--- src/hw/rtl/assert_macros.svh ---
// assertion macros for the rtl of the loudness keep gate
`ifndef ASSERT_MACROS_SVH
`define ASSERT_MACROS_SVH

`ifndef ASSERT_OFF
// property that must hold at every clock edge outside reset
`define ASSERT_CLK(lbl, prop, msg) \
    lbl: assert property (@(posedge clk) disable iff (!rst_n) prop) else $error(msg);
// condition that must never be seen outside reset
`define ASSERT_NEVER(lbl, expr, msg) \
    lbl: assert property (@(posedge clk) disable iff (!rst_n) !(expr)) else $error(msg);
`else
`define ASSERT_CLK(lbl, prop, msg)
`define ASSERT_NEVER(lbl, expr, msg)
`endif

`endif

--- src/hw/rtl/lkg_pkg.sv ---
// types and constants of the loudness keep gate
`timescale 1ns / 1ps

package lkg_pkg;

    // sequencer states
    typedef enum logic
    {
        LKG_IDLE,
        LKG_SCAN
    } lkg_state_t;

    // scan control from the sequencer to the serial units
    typedef struct packed
    {
        logic clear;
        logic step;
    } lkg_ctl_t;

    // decision request from the chunk store
    typedef struct packed
    {
        logic go;
        logic flush;
    } lkg_start_t;

    // field widths
    localparam int LEVEL_W    = 16;
    localparam int ROLL_W     = 3;
    localparam int GAP_W      = 4;
    localparam int IDX_OUT_W  = 4;
    localparam int CFG_IDX_W  = 3;
    localparam int CFG_DATA_W = 16;

    // item codes
    localparam logic OPC_SAMPLE = 1'b0;
    localparam logic OPC_FLUSH  = 1'b1;

    // register indexes
    localparam logic [CFG_IDX_W-1:0] CFG_LEVEL_THRESHOLD  = 3'd0;
    localparam logic [CFG_IDX_W-1:0] CFG_BYPASS_THRESHOLD = 3'd1;
    localparam logic [CFG_IDX_W-1:0] CFG_PRE_ROLL         = 3'd2;
    localparam logic [CFG_IDX_W-1:0] CFG_POST_ROLL        = 3'd3;
    localparam logic [CFG_IDX_W-1:0] CFG_MERGE_GAP        = 3'd4;

    // register reset values
    localparam logic [LEVEL_W-1:0] LEVEL_THRESHOLD_RST = 16'd1024;
    localparam logic               BYPASS_RST          = 1'b0;
    localparam logic [ROLL_W-1:0]  PRE_ROLL_RST        = 3'd2;
    localparam logic [ROLL_W-1:0]  POST_ROLL_RST       = 3'd2;
    localparam logic [GAP_W-1:0]   MERGE_GAP_RST       = 4'd5;

    // tap line around the padded position: seven back, seven ahead
    localparam int                TAP_LEN = 15;
    localparam logic [ROLL_W:0]   TAP_MID = 4'd7;

    // keep line: a filled gap is at most fifteen seconds long
    localparam int                LINE_LEN  = 16;
    localparam int                GAP_CNT_W = 5;
    localparam logic [GAP_CNT_W-1:0] GAP_SAT = 5'd16;

    // step at which the pad unit sees window position zero
    localparam int PAD_LAG = 8;
    // step at which the keep line releases window position zero
    localparam int OUT_LAG = 24;

endpackage

--- src/hw/rtl/loudness_keep_gate.sv ---
// top level of the loudness keep gate: registers, sequencer, run tracking, result register
`timescale 1ns / 1ps
//
// Input channel (in_valid / in_stall): one transaction per second carries its RMS
// level and force flag (opcode sample), or a flush (opcode flush). Seconds are
// collected into chunks of CHUNK_LEN. A sample that completes a chunk while an
// earlier chunk is pending, or a flush while a chunk is pending, starts a scan
// that decides the pending chunk; other inputs do not start a scan.
// A scan streams the prev/pending/next window one second per cycle, unless the
// receiver stalls, through the pad tap line and the gap-fill keep line; in_stall
// is high for its whole length. The results follow one per cycle, unless the
// receiver stalls, CHUNK_LEN in all, the final one flagged by last.
// Output channel (out_valid / out_stall): a single result register; while the
// receiver stalls, the scan freezes in place and nothing is lost.
// Configuration writes (cfg_write, cfg_index, cfg_data) take effect at once and
// are meant for idle periods. Reset clears the history, the run flag and the
// result valid flag and loads the register defaults.
//
`include "assert_macros.svh"

module loudness_keep_gate #(
    parameter int CHUNK_LEN = 16
) (
    input  logic                            clk,
    input  logic                            rst_n,
    // configuration port
    input  logic                            cfg_write,
    input  logic [lkg_pkg::CFG_IDX_W-1:0]   cfg_index,
    input  logic [lkg_pkg::CFG_DATA_W-1:0]  cfg_data,
    // input channel
    input  logic                            in_valid,
    output logic                            in_stall,
    input  logic                            opcode,
    input  logic [lkg_pkg::LEVEL_W-1:0]     level,
    input  logic                            force_keep,
    // output channel
    output logic                            out_valid,
    input  logic                            out_stall,
    output logic [lkg_pkg::IDX_OUT_W-1:0]   second_index,
    output logic                            keep,
    output logic                            starts_run,
    output logic                            ends_run,
    output logic                            closes_after,
    output logic                            last
);

    localparam int IW        = (CHUNK_LEN > 1) ? $clog2(CHUNK_LEN) : 1;
    localparam int SCAN_LEN  = 2 * CHUNK_LEN + lkg_pkg::OUT_LAG;
    localparam int SW        = $clog2(SCAN_LEN);
    localparam int OUT_FIRST = CHUNK_LEN + lkg_pkg::OUT_LAG;
    localparam int PAD_END   = 3 * CHUNK_LEN + lkg_pkg::PAD_LAG;

    // configuration registers
    logic [lkg_pkg::LEVEL_W-1:0] thr_reg;
    logic                        bypass_reg;
    logic [lkg_pkg::ROLL_W-1:0]  pre_reg;
    logic [lkg_pkg::ROLL_W-1:0]  post_reg;
    logic [lkg_pkg::GAP_W-1:0]   gap_reg;

    // sequencer and run state
    lkg_pkg::lkg_state_t state_reg, state_next;
    logic [SW-1:0]       step_reg, step_next;
    logic [IW-1:0]       idx_reg, idx_next;
    logic                flush_reg, flush_next;
    logic                run_reg, run_next;

    // result register
    logic                         out_valid_reg, out_valid_next;
    logic [lkg_pkg::IDX_OUT_W-1:0] idx_out_reg;
    logic                         keep_out_reg;
    logic                         starts_out_reg;
    logic                         ends_out_reg;
    logic                         closes_out_reg;
    logic                         last_out_reg;

    logic                in_acc;
    logic                adv;
    logic                emit;
    logic                final_step;
    logic                last_now;
    logic                pad_gated;
    logic [IW+3:0]       idx_ext;
    lkg_pkg::lkg_ctl_t   ctl;
    lkg_pkg::lkg_start_t start;
    logic                scan_bit;
    logic                pad_bit;
    logic                keep_bit;

    // configuration writes
    always_ff @(posedge clk or negedge rst_n)
    begin
        if (!rst_n)
        begin
            thr_reg    <= lkg_pkg::LEVEL_THRESHOLD_RST;
            bypass_reg <= lkg_pkg::BYPASS_RST;
            pre_reg    <= lkg_pkg::PRE_ROLL_RST;
            post_reg   <= lkg_pkg::POST_ROLL_RST;
            gap_reg    <= lkg_pkg::MERGE_GAP_RST;
        end
        else if (cfg_write)
        begin
            case (cfg_index)
                lkg_pkg::CFG_LEVEL_THRESHOLD:  thr_reg    <= cfg_data[lkg_pkg::LEVEL_W-1:0];
                lkg_pkg::CFG_BYPASS_THRESHOLD: bypass_reg <= cfg_data[0];
                lkg_pkg::CFG_PRE_ROLL:         pre_reg    <= cfg_data[lkg_pkg::ROLL_W-1:0];
                lkg_pkg::CFG_POST_ROLL:        post_reg   <= cfg_data[lkg_pkg::ROLL_W-1:0];
                lkg_pkg::CFG_MERGE_GAP:        gap_reg    <= cfg_data[lkg_pkg::GAP_W-1:0];
                default:                       ;
            endcase
        end
    end

    // handshake and scan timing
    assign in_stall   = (state_reg == lkg_pkg::LKG_SCAN);
    assign in_acc     = in_valid && !in_stall;
    assign adv        = (state_reg == lkg_pkg::LKG_SCAN) && !(out_valid_reg && out_stall);
    assign emit       = adv && (int'(step_reg) >= OUT_FIRST);
    assign final_step = (step_reg == SW'(SCAN_LEN - 1));
    assign last_now   = (idx_reg == IW'(CHUNK_LEN - 1));
    assign pad_gated  = pad_bit && (int'(step_reg) >= lkg_pkg::PAD_LAG)
                        && (int'(step_reg) < PAD_END);
    assign idx_ext    = {4'b0000, idx_reg};

    always_comb
    begin
        ctl.clear = start.go;
        ctl.step  = adv;
    end

    // sequencer
    always_comb
    begin
        state_next     = state_reg;
        step_next      = step_reg;
        idx_next       = idx_reg;
        flush_next     = flush_reg;
        run_next       = run_reg;
        out_valid_next = out_valid_reg && out_stall;

        case (state_reg)
            lkg_pkg::LKG_IDLE:
            begin
                if (start.go)
                begin
                    state_next = lkg_pkg::LKG_SCAN;
                    step_next  = '0;
                    idx_next   = '0;
                    flush_next = start.flush;
                end
                else if (in_acc && (opcode == lkg_pkg::OPC_FLUSH))
                begin
                    run_next = 1'b0;
                end
            end
            lkg_pkg::LKG_SCAN:
            begin
                if (adv)
                begin
                    step_next = step_reg + SW'(1);
                    if (emit)
                    begin
                        out_valid_next = 1'b1;
                        run_next       = keep_bit;
                        idx_next       = idx_reg + IW'(1);
                    end
                    if (final_step)
                    begin
                        state_next = lkg_pkg::LKG_IDLE;
                        if (flush_reg)
                        begin
                            run_next = 1'b0;
                        end
                    end
                end
            end
            default:
            begin
                state_next = lkg_pkg::LKG_IDLE;
            end
        endcase
    end

    always_ff @(posedge clk or negedge rst_n)
    begin
        if (!rst_n)
        begin
            state_reg     <= lkg_pkg::LKG_IDLE;
            step_reg      <= '0;
            idx_reg       <= '0;
            flush_reg     <= 1'b0;
            run_reg       <= 1'b0;
            out_valid_reg <= 1'b0;
        end
        else
        begin
            state_reg     <= state_next;
            step_reg      <= step_next;
            idx_reg       <= idx_next;
            flush_reg     <= flush_next;
            run_reg       <= run_next;
            out_valid_reg <= out_valid_next;
        end
    end

    // result payload
    always_ff @(posedge clk)
    begin
        if (emit)
        begin
            idx_out_reg    <= idx_ext[lkg_pkg::IDX_OUT_W-1:0];
            keep_out_reg   <= keep_bit;
            starts_out_reg <= keep_bit && !run_reg;
            ends_out_reg   <= !keep_bit && run_reg;
            closes_out_reg <= flush_reg && last_now && keep_bit;
            last_out_reg   <= last_now;
        end
    end

    assign out_valid    = out_valid_reg;
    assign second_index = idx_out_reg;
    assign keep         = keep_out_reg;
    assign starts_run   = starts_out_reg;
    assign ends_run     = ends_out_reg;
    assign closes_after = closes_out_reg;
    assign last         = last_out_reg;

    // chunk store
    lkg_chunks #(
        .CHUNK_LEN (CHUNK_LEN)
    ) u_chunks (
        .clk              (clk),
        .rst_n            (rst_n),
        .ctl              (ctl),
        .accept           (in_acc),
        .opcode           (opcode),
        .level            (level),
        .force_keep       (force_keep),
        .level_threshold  (thr_reg),
        .bypass_threshold (bypass_reg),
        .start            (start),
        .scan_bit         (scan_bit)
    );

    // pad unit
    lkg_pad u_pad (
        .clk       (clk),
        .rst_n     (rst_n),
        .ctl       (ctl),
        .win_bit   (scan_bit),
        .pre_roll  (pre_reg),
        .post_roll (post_reg),
        .pad_bit   (pad_bit)
    );

    // gap fill
    lkg_fill u_fill (
        .clk       (clk),
        .rst_n     (rst_n),
        .ctl       (ctl),
        .pad_bit   (pad_gated),
        .merge_gap (gap_reg),
        .keep_bit  (keep_bit)
    );

    // checks
    `ASSERT_CLK(a_idle_no_emit, (state_reg == lkg_pkg::LKG_IDLE) |-> !emit, "result emitted while idle")
    `ASSERT_CLK(a_last_ends_scan, (emit && last_now) |=> (state_reg == lkg_pkg::LKG_IDLE), "scan runs past last result")
    `ASSERT_CLK(a_flush_drops_run, (adv && final_step && flush_reg) |=> !run_reg, "run open after flush")
    `ASSERT_NEVER(a_run_marks_excl, out_valid && starts_run && ends_run, "run opened and closed at once")

endmodule

--- src/hw/rtl/lkg_chunks.sv ---
// chunk store: loudness of each second, prev/pending/filling chunks, serial window
`timescale 1ns / 1ps

module lkg_chunks #(
    parameter int CHUNK_LEN = 16
) (
    input  logic                         clk,
    input  logic                         rst_n,
    input  lkg_pkg::lkg_ctl_t            ctl,
    input  logic                         accept,
    input  logic                         opcode,
    input  logic [lkg_pkg::LEVEL_W-1:0]  level,
    input  logic                         force_keep,
    input  logic [lkg_pkg::LEVEL_W-1:0]  level_threshold,
    input  logic                         bypass_threshold,
    output lkg_pkg::lkg_start_t          start,
    output logic                         scan_bit
);

    localparam int IW  = (CHUNK_LEN > 1) ? $clog2(CHUNK_LEN) : 1;
    localparam int WIN = 3 * CHUNK_LEN;

    logic [CHUNK_LEN-1:0] prev_reg, prev_next;
    logic [CHUNK_LEN-1:0] pend_reg, pend_next;
    logic [CHUNK_LEN-1:0] fill_reg, fill_next;
    logic                 pend_valid_reg, pend_valid_next;
    logic [IW-1:0]        count_reg, count_next;
    logic                 forced_reg, forced_next;
    logic [WIN-1:0]       scan_reg, scan_next;

    logic                 forced_now;
    logic                 loud;
    logic                 done;
    logic [CHUNK_LEN-1:0] fill_full;

    // loudness of the incoming second
    always_comb
    begin
        forced_now = (count_reg == '0) ? force_keep : forced_reg;
        loud       = bypass_threshold || forced_now || (level >= level_threshold);
        done       = (count_reg == IW'(CHUNK_LEN - 1));
        for (int k = 0; k < CHUNK_LEN; k++)
        begin
            fill_full[k] = (IW'(k) == count_reg) ? loud : fill_reg[k];
        end
    end

    // decision requests
    always_comb
    begin
        start.go    = accept && pend_valid_reg && ((opcode == lkg_pkg::OPC_FLUSH) || done);
        start.flush = accept && pend_valid_reg && (opcode == lkg_pkg::OPC_FLUSH);
    end

    // chunk bookkeeping and window shift register
    always_comb
    begin
        prev_next       = prev_reg;
        pend_next       = pend_reg;
        fill_next       = fill_reg;
        pend_valid_next = pend_valid_reg;
        count_next      = count_reg;
        forced_next     = forced_reg;
        scan_next       = scan_reg;

        if (ctl.step)
        begin
            scan_next = {1'b0, scan_reg[WIN-1:1]};
        end

        if (accept)
        begin
            if (opcode == lkg_pkg::OPC_FLUSH)
            begin
                if (pend_valid_reg)
                begin
                    scan_next = {{CHUNK_LEN{1'b0}}, pend_reg, prev_reg};
                end
                prev_next       = '0;
                pend_next       = '0;
                fill_next       = '0;
                pend_valid_next = 1'b0;
                count_next      = '0;
                forced_next     = 1'b0;
            end
            else if (done)
            begin
                if (pend_valid_reg)
                begin
                    scan_next = {fill_full, pend_reg, prev_reg};
                    prev_next = pend_reg;
                end
                pend_next       = fill_full;
                pend_valid_next = 1'b1;
                fill_next       = '0;
                count_next      = '0;
                forced_next     = 1'b0;
            end
            else
            begin
                fill_next   = fill_full;
                count_next  = count_reg + IW'(1);
                forced_next = forced_now;
            end
        end
    end

    // state registers
    always_ff @(posedge clk or negedge rst_n)
    begin
        if (!rst_n)
        begin
            prev_reg       <= '0;
            pend_reg       <= '0;
            fill_reg       <= '0;
            pend_valid_reg <= 1'b0;
            count_reg      <= '0;
            forced_reg     <= 1'b0;
        end
        else
        begin
            prev_reg       <= prev_next;
            pend_reg       <= pend_next;
            fill_reg       <= fill_next;
            pend_valid_reg <= pend_valid_next;
            count_reg      <= count_next;
            forced_reg     <= forced_next;
        end
    end

    // window copy for the scan
    always_ff @(posedge clk)
    begin
        scan_reg <= scan_next;
    end

    assign scan_bit = scan_reg[0];

endmodule

--- src/hw/rtl/lkg_pad.sv ---
// pad unit: marks a position padded when a loud second lies within the roll range
`timescale 1ns / 1ps

module lkg_pad (
    input  logic                         clk,
    input  logic                         rst_n,
    input  lkg_pkg::lkg_ctl_t            ctl,
    input  logic                         win_bit,
    input  logic [lkg_pkg::ROLL_W-1:0]   pre_roll,
    input  logic [lkg_pkg::ROLL_W-1:0]   post_roll,
    output logic                         pad_bit
);

    logic [lkg_pkg::TAP_LEN-1:0] tap_reg, tap_next;
    logic [lkg_pkg::ROLL_W:0]    lo;
    logic [lkg_pkg::ROLL_W:0]    hi;

    // tap k holds the window bit k steps back; the center tap is the position itself
    always_comb
    begin
        lo      = lkg_pkg::TAP_MID - {1'b0, pre_roll};
        hi      = lkg_pkg::TAP_MID + {1'b0, post_roll};
        pad_bit = 1'b0;
        for (int k = 0; k < lkg_pkg::TAP_LEN; k++)
        begin
            if (tap_reg[k] && ((lkg_pkg::ROLL_W + 1)'(k) >= lo)
                && ((lkg_pkg::ROLL_W + 1)'(k) <= hi))
            begin
                pad_bit = 1'b1;
            end
        end
    end

    // tap line shift
    always_comb
    begin
        tap_next = tap_reg;
        if (ctl.clear)
        begin
            tap_next = '0;
        end
        else if (ctl.step)
        begin
            tap_next = {tap_reg[lkg_pkg::TAP_LEN-2:0], win_bit};
        end
    end

    always_ff @(posedge clk or negedge rst_n)
    begin
        if (!rst_n)
        begin
            tap_reg <= '0;
        end
        else
        begin
            tap_reg <= tap_next;
        end
    end

endmodule

--- src/hw/rtl/lkg_fill.sv ---
// gap fill: keep line that fills short quiet gaps between padded seconds
`timescale 1ns / 1ps

module lkg_fill (
    input  logic                         clk,
    input  logic                         rst_n,
    input  lkg_pkg::lkg_ctl_t            ctl,
    input  logic                         pad_bit,
    input  logic [lkg_pkg::GAP_W-1:0]    merge_gap,
    output logic                         keep_bit
);

    logic [lkg_pkg::LINE_LEN-1:0]  line_reg, line_next;
    logic [lkg_pkg::GAP_CNT_W-1:0] gap_reg, gap_next;
    logic                          seen_reg, seen_next;

    logic                          fill;
    logic [lkg_pkg::LINE_LEN-1:0]  thermo;

    // a padded second closes the gap behind it; short gaps with a left end are filled
    always_comb
    begin
        fill = pad_bit && seen_reg && (gap_reg != '0)
               && (gap_reg <= {1'b0, merge_gap});
        thermo[0] = 1'b0;
        for (int k = 1; k < lkg_pkg::LINE_LEN; k++)
        begin
            thermo[k] = (lkg_pkg::GAP_CNT_W'(k) <= gap_reg);
        end
    end

    // next line, gap count and left-end flag
    always_comb
    begin
        line_next = line_reg;
        gap_next  = gap_reg;
        seen_next = seen_reg;
        if (ctl.clear)
        begin
            line_next = '0;
            gap_next  = '0;
            seen_next = 1'b0;
        end
        else if (ctl.step)
        begin
            line_next = {line_reg[lkg_pkg::LINE_LEN-2:0], pad_bit} | (fill ? thermo : '0);
            if (pad_bit)
            begin
                gap_next  = '0;
                seen_next = 1'b1;
            end
            else if (gap_reg != lkg_pkg::GAP_SAT)
            begin
                gap_next = gap_reg + lkg_pkg::GAP_CNT_W'(1);
            end
        end
    end

    always_ff @(posedge clk or negedge rst_n)
    begin
        if (!rst_n)
        begin
            line_reg <= '0;
            gap_reg  <= '0;
            seen_reg <= 1'b0;
        end
        else
        begin
            line_reg <= line_next;
            gap_reg  <= gap_next;
            seen_reg <= seen_next;
        end
    end

    // the oldest entry can no longer be filled
    assign keep_bit = line_reg[lkg_pkg::LINE_LEN-1];

endmodule

--- config.mk ---
export PLATFORM = sky130hd
export DESIGN_NAME = loudness_keep_gate
export DESIGN_NICKNAME = d
export VERILOG_FILES = /design/src/hw/rtl/lkg_pkg.sv /design/src/hw/rtl/loudness_keep_gate.sv /design/src/hw/rtl/lkg_chunks.sv /design/src/hw/rtl/lkg_pad.sv /design/src/hw/rtl/lkg_fill.sv
export VERILOG_INCLUDE_DIRS = /design/src /design/src/hw/rtl
export SDC_FILE = /design/constraint.sdc
export NUM_CORES = 1
export LEC_CHECK = 0
export BUFFER_PORTS_ARGS = -buffer_cell sky130_fd_sc_hd__buf_2
export CAP_MARGIN = 30
export CORE_ASPECT_RATIO = 0.8
export CORE_UTILIZATION = 31
export CTS_CLUSTER_DIAMETER = 200
export CTS_CLUSTER_SIZE = 24
export DETAILED_ROUTE_END_ITERATION = 8
export GPL_TIMING_DRIVEN = 0
export PLACE_DENSITY = 0.53
export SLEW_MARGIN = 15
export SYNTH_ARGS = -nofsm -noshare
export SYNTH_HDL_FRONTEND = slang
export SYNTH_SLANG_ARGS = --single-unit
--- constraint.sdc ---
create_clock -name clk -period 2.15 [get_ports clk]
set_clock_uncertainty 0.1 [all_clocks]
set_input_delay 0.5375 -clock clk [delete_from_list [all_inputs] [get_ports clk]]
set_output_delay 0.5375 -clock clk [all_outputs]
set_load 0.02 [all_outputs]
After elaboration in Yosys (flattened, before gate mapping)
Cells that the tools add are included.
- register bits after elaboration: 189
- input port bits: 42
- add/subtract/negate cells: 6
- order comparisons: 50
- eq/ne operators: 28
- muxes and demuxes: 84
- bitwise operators: 2
- reductions and logical operators: 75
- operator list (kind ; number):
    48-bit 2-to-1 mux ; 6
    16-bit 2-to-1 mux ; 10
    1-bit 2-to-1 mux ; 51
    1-bit logical AND ; 47
    4-bit by 5-bit <= comparator with 1-bit output (first input constant) ; 8
    4-bit equality test (first input constant) ; 8
    15-bit 2-to-1 mux ; 2
    4-bit >= comparator (first input constant) ; 7
    4-bit <= comparator (first input constant) ; 7
    3-bit by 5-bit <= comparator with 1-bit output (first input constant) ; 4
    4-bit 2-to-1 mux ; 5
    5-bit 2-to-1 mux ; 4
    2-bit AND reduction ; 10
    3-bit by 4-bit equality test with 1-bit output (first input constant) ; 4
    16-bit >= comparator ; 1
    3-bit by 4-bit >= comparator with 1-bit output (first input constant) ; 4
    3-bit by 4-bit <= comparator with 1-bit output (first input constant) ; 4
    16-bit OR ; 1
    6-bit 2-to-1 mux ; 2
    6-bit one-hot mux with 2 select lines ; 1
    2-bit by 5-bit <= comparator with 1-bit output (first input constant) ; 2
    3-bit AND reduction ; 3
    4-bit by 1-bit adder with 4-bit output (second input constant) ; 2
    2-bit by 4-bit equality test with 1-bit output (first input constant) ; 2
    32 further kinds ; 50

Logic depth before layout (Yosys ltp)
- depth in word-level cells: 28
- depth in mapped cells: 10
- gate-level depth less buffers: 8

By module
A second synthesis with hierarchy kept.
- cells, all modules: 855
- area, all modules: 8969.9 um^2
- by module, submodules not included (module ; times used ; cells each ; area an instance (um^2) ; seq. area each (um^2)):
    lkg_chunks ; 1 ; 468 ; 4713.3 ; 2287.2
    loudness_keep_gate ; 1 ; 154 ; 2137.0 ; 1302.5
    lkg_fill ; 1 ; 149 ; 1282.5 ; 550.5
    lkg_pad ; 1 ; 84 ; 837.1 ; 375.4

Worst setup path after synthesis
OpenSTA, ideal clock, no wires.
- kind: input port to flip-flop
- start: input port level[13] in the netlist's numbering
- end: register u_chunks.fill_reg[12]
- setup time: 0.126 ns
- data arrival time: 2.099 ns
- required time: 1.924 ns
- slack: -0.175 ns
- stages: 8
- cell sequence: ha_1 -> a21o_1 -> a21o_1 -> a2111oi_4 -> o22ai_2 -> a21oi_2 -> buf_6 -> o21ai_2
- cells in the longest elaborated chain, start to end: 5
- RTL lines (element ; RTL line ; source):
    start: declaration ; loudness_keep_gate.sv:34 ; input logic [lkg_pkg::LEVEL_W-1:0] level,
    16-bit >= comparator ; lkg_chunks.sv:40 ; loud = bypass_threshold || forced_now || (level >= level_threshold);
    1-bit logical OR ; lkg_chunks.sv:40 ;
    1-bit 2-to-1 mux ; lkg_chunks.sv:44 ; fill_full[k] = (IW'(k) == count_reg) ? loud : fill_reg[k];
    16-bit 2-to-1 mux ; lkg_chunks.sv:86 ; else if (done)
    16-bit 2-to-1 mux ; lkg_chunks.sv:73 ; if (opcode == lkg_pkg::OPC_FLUSH)
    end signal: assignment ; lkg_chunks.sv:124 ; fill_reg <= fill_next;
    end: declaration ; lkg_chunks.sv:25 ; logic [CHUNK_LEN-1:0] fill_reg, fill_next;
No other way between the ends.
A chain may end at the register's enable or synchronous reset.

Worst setup path in the final report
- start: register post_reg[1] in the netlist's numbering
- end: register u_fill.line_reg[9] in the netlist's numbering
- cells in the longest elaborated chain, start to end: 27
- elaborated cells between the ends (all ways): 55
- those cells by class: 1 x add/sub; 15 x order compare; 18 x mux; 1 x bitwise; 20 x reduce/logical
- RTL lines (element ; RTL line ; source):
    start: declaration ; loudness_keep_gate.sv:57 ; logic [lkg_pkg::ROLL_W-1:0] post_reg;
    start signal: assignment ; loudness_keep_gate.sv:97 ; post_reg <= lkg_pkg::POST_ROLL_RST;
    start signal: assignment ; loudness_keep_gate.sv:106 ; lkg_pkg::CFG_POST_ROLL: post_reg <= cfg_data[lkg_pkg::ROLL_W-1:0];
    3-bit by 3-bit adder with 4-bit output (*) ; lkg_pad.sv:22 ; hi = lkg_pkg::TAP_MID + {1'b0, post_roll};
    1-bit by 4-bit <= comparator with 1-bit output ; lkg_pad.sv:27 ; && ((lkg_pkg::ROLL_W + 1)'(k) <= hi))
    1-bit logical AND ; lkg_pad.sv:27 ;
    1-bit 2-to-1 mux (14 in a row) ; lkg_pad.sv:26 ; if (tap_reg[k] && ((lkg_pkg::ROLL_W + 1)'(k) >= lo)
    1-bit 2-to-1 mux (*) ; lkg_pad.sv:26 ;
    1-bit logical AND (*) ; loudness_keep_gate.sv:120 ; assign pad_gated = pad_bit && (int'(step_reg) >= lkg_pkg::PAD_LAG)
    1-bit logical AND (*) ; loudness_keep_gate.sv:121 ; && (int'(step_reg) < PAD_END);
    1-bit logical AND (*) (2 in a row) ; lkg_fill.sv:23 ; fill = pad_bit && seen_reg && (gap_reg != '0)
    1-bit logical AND (*) ; lkg_fill.sv:24 ; && (gap_reg <= {1'b0, merge_gap});
    16-bit 2-to-1 mux (*) ; lkg_fill.sv:46 ; line_next = {line_reg[lkg_pkg::LINE_LEN-2:0], pad_bit} | (fill ? thermo : '0);
    16-bit OR (*) ; lkg_fill.sv:46 ;
    16-bit 2-to-1 mux (*) ; lkg_fill.sv:44 ; else if (ctl.step)
    16-bit 2-to-1 mux (*) ; lkg_fill.sv:38 ; if (ctl.clear)
    end signal: assignment ; lkg_fill.sv:69 ; line_reg <= line_next;
    end: declaration ; lkg_fill.sv:13 ; logic [lkg_pkg::LINE_LEN-1:0] line_reg, line_next;
Every way passes the cells marked *; elsewhere a longest branch is shown, timed or not. The select of a mux whose other input is x is not followed.

==> out/metrics.yaml <==
power_density_mw_per_mm2: 731
ant_nets: 0
async_flop_share: 0.697
clk_latency_ps: 440
largest_reg_flops: 48
min_period_ps: 2320
port_buffers: 52
first_pass_iters: 4
grt_pass1_wl_um: 37900
post-dp-hpwl_um: 15900
max_stage_delay_ps: 570
synthToLayoutAreaGrowth_pct: 23.8
drc: 0
critPathKind: "reg2reg"
dr_total_vias: 7041
worstPathMaxFanout: 6
max_freq_ghz: 0.432
rsz0062_at_grt: "true"
syn_area_per_cell_um2: 9.56
yosysTopAreaCell: "dfrtp_1"
tns_ps: -3510
synth-edff-count: 9
htreeDepth: 4
finalHoldViolCount: 0
violations: "negative setup slack"
arrival_ps: 2570
synth_area_leaders: "dfrtp_1 (37%), dfxtp_1 (11%), nand2_1 (6.8%), ha_1 (4.6%), o21ai_0 (4.6%)"
grt_max_degree: 75
startpoint_type: "flop"
drv_cap: 0
yosysWarnings: 0
globalplace.congestion: 0.825
synth_nets: 977
intPower_w: 0.00563
grt_pass1_vias: 6778
slowest_stage: "dfstp_2"
synth-main-ff-cell: "dfrtp_1"
clockPowerShare: 0.400
drive_above_1_share: 0.237
period_share: 1.08
end_kind: "flop"
fin_hold_ws_ps: 203
switching_power_w: 0.00218
synthTopCellsByCount: "nand2_1 (156), dfrtp_1 (126), o21ai_0 (79)"
root_buffer: "clkbuf_16"
cts_buffers: 17
ir_drop_mv: 0.588
fin_ws_ps: -166
critical_path.cell_chain: "inv_2, ha_4, a2bb2oi_2, o22ai_1, a21o_1, a311oi_4, nand3_4, buf_8, o22ai_2"
start_util: 0.316
switching_share: 0.279
coreArea_mm2: 0.0273
overflow: 0
yosysTopAreaCellShare: 0.365
setup_viol: 37
synthDistinctLibCells: 61
clock-sinks: 188
wire_per_inst_um: 16.8
status: "finished with violations"
via_per_inst: 5.11
p_comb_frac: 0.117
routed_wirelength_um: 23200
leakagePower_nw: 4.78
min_path_type: "in2reg"
slew_violations: 0
synthesis.area_mm2: 0.00863
synth-seq-area-share: 0.523
seqPwrFrac: 0.483
antenna_found_initial: 0
ctsLongestPathBuffers: 2
worstMarginPinSlew_ps: 691
regArea_mm2: 0.00452
cts_tree: "done"
r2r_slack_ps: -170
antenna_cells: 0
die_w_um: 189
finish.utilization: 0.391
nFillCells: 2757
clkSlewWorstSetupHoldPaths_ps: 80
multi_input_area_mm2: 0.00413
synth_most_common_cell: "nand2_1"
drt_iter0_drc: 448
placementRows: 54
fp.dieArea_mm2: 0.0285
syn_inst: 903
die_h_um: 151
grt_util_all_layers: 0.170
maxSlewHeadroom: 0.536
worstPathRequired_ps: 2400
final_nets: 1074
num_io_pins: 53
ys_seq_elements: 188
cell families after synthesis:
family,count (synthesis),share of synthesized area
AO/OA/AOI/OAI,266,0.207
AND/OR/NAND/NOR,314,0.163
multiplexers,10,0.0130
flip-flops,188,0.523
XOR/XNOR,5,0.00507
buffers and inverters,88,0.0429
adder cells (fa/ha/maj),32,0.0464
power groups by stage:
stage	Clock [W]	Combinational (W)	Sequential (W)
floorplan	0	0.000483	0.00382
global placement	0	0.000707	0.00384
detailed placement	0	0.000735	0.00384
CTS	0.00318	0.000878	0.00377
global route	0.00333	0.00102	0.00379
finish	0.00312	0.000912	0.00378
final timing paths:
path,start,to,cells past startpoint
setup reg to reg,post_reg[1],u_fill.line_reg[9],9
hold / removal,cfg_data[9],thr_reg[9],3
max in group asynchronous,rst_n,u_chunks.pend_reg[13],3
setup / recovery,post_reg[1],u_fill.line_reg[9],9
hold reg to reg,u_chunks.scan_reg[7],u_chunks.scan_reg[7],2
min in group asynchronous,rst_n,u_fill.line_reg[4],2
worst max-delay path: cells and delay by family, from the launching register on:
kind,cells,cell delay [ps]
and+or+nand+nor,1,210
buffers and inverters,2,260
AOI/OAI and AO/OA,5,930
DFF,1,570
adders and majority gates,1,180
timing repair:
action | in CTS | in global routing
hold buffers | 1 | 0
gates resized for setup | 78 | 58
hold endpoints to repair | 52 | 0
endpoints found under the setup margin | 138 | 126
setup buffers | 15 | 14
pin swaps | 17 | 16
cloned | 2 | 0
routing by layer:
metal / vias to the layer above / routed length (um) / GRT usage
met3: 14 / 904 / 0.0304
met4: 0 / 181 / 0.0419
met2: 145 / 9690 / 0.246
met5: - / 0 / 0
li1: 3433 / - / -
met1: 3449 / 12400 / 0.260
layout make-up:
| type | instances | share of cell area |
|---|---|---|
| inverter | 28 | 0.0103 |
| buffer | 54 | 0.0275 |
| sequential | 188 | 0.423 |
| timing repair buffer | 84 | 0.0570 |
| tap | 364 | 0.0426 |
| clock inverter | 15 | 0.0137 |
| multi-input combinational | 627 | 0.386 |
| clock buffer | 17 | 0.0398 |
layout by cell type, fill, tap and decap left out, types with 12 or more instances in the layout:
| cell | instances |
|---|---|
| a21o_1 | 14 |
| a21oi_1 | 43 |
| a22o_1 | 16 |
| a22oi_1 | 27 |
| a32o_1 | 17 |
| buf_2 | 56 |
| buf_4 | 27 |
| clkbuf_1 | 24 |
| clkbuf_16 | 17 |
| dfrtp_1 | 124 |
| dfxtp_1 | 48 |
| ha_1 | 25 |
| inv_1 | 22 |
| nand2_1 | 154 |
| nand3_1 | 52 |
| nor2_1 | 36 |
| o21ai_0 | 60 |
| o21ai_1 | 12 |
| o21ai_2 | 20 |
through the flow:
stage | std cells | setup WS [ps] | instance area [um^2] | total power (W)
detailed placement | 1320 | -924 | 9460 | 0.00458
finish | 1377 | -166 | 10700 | 0.00781
CTS | 1365 | -166 | 10400 | 0.00783
global placement | 1319 | -1530 | 9420 | 0.00455
floorplan | 903 | -48.2 | 8700 | 0.00430
global route | 1377 | -266 | 10700 | 0.00815
No activity file was read; power rests on OpenSTA's default activity.
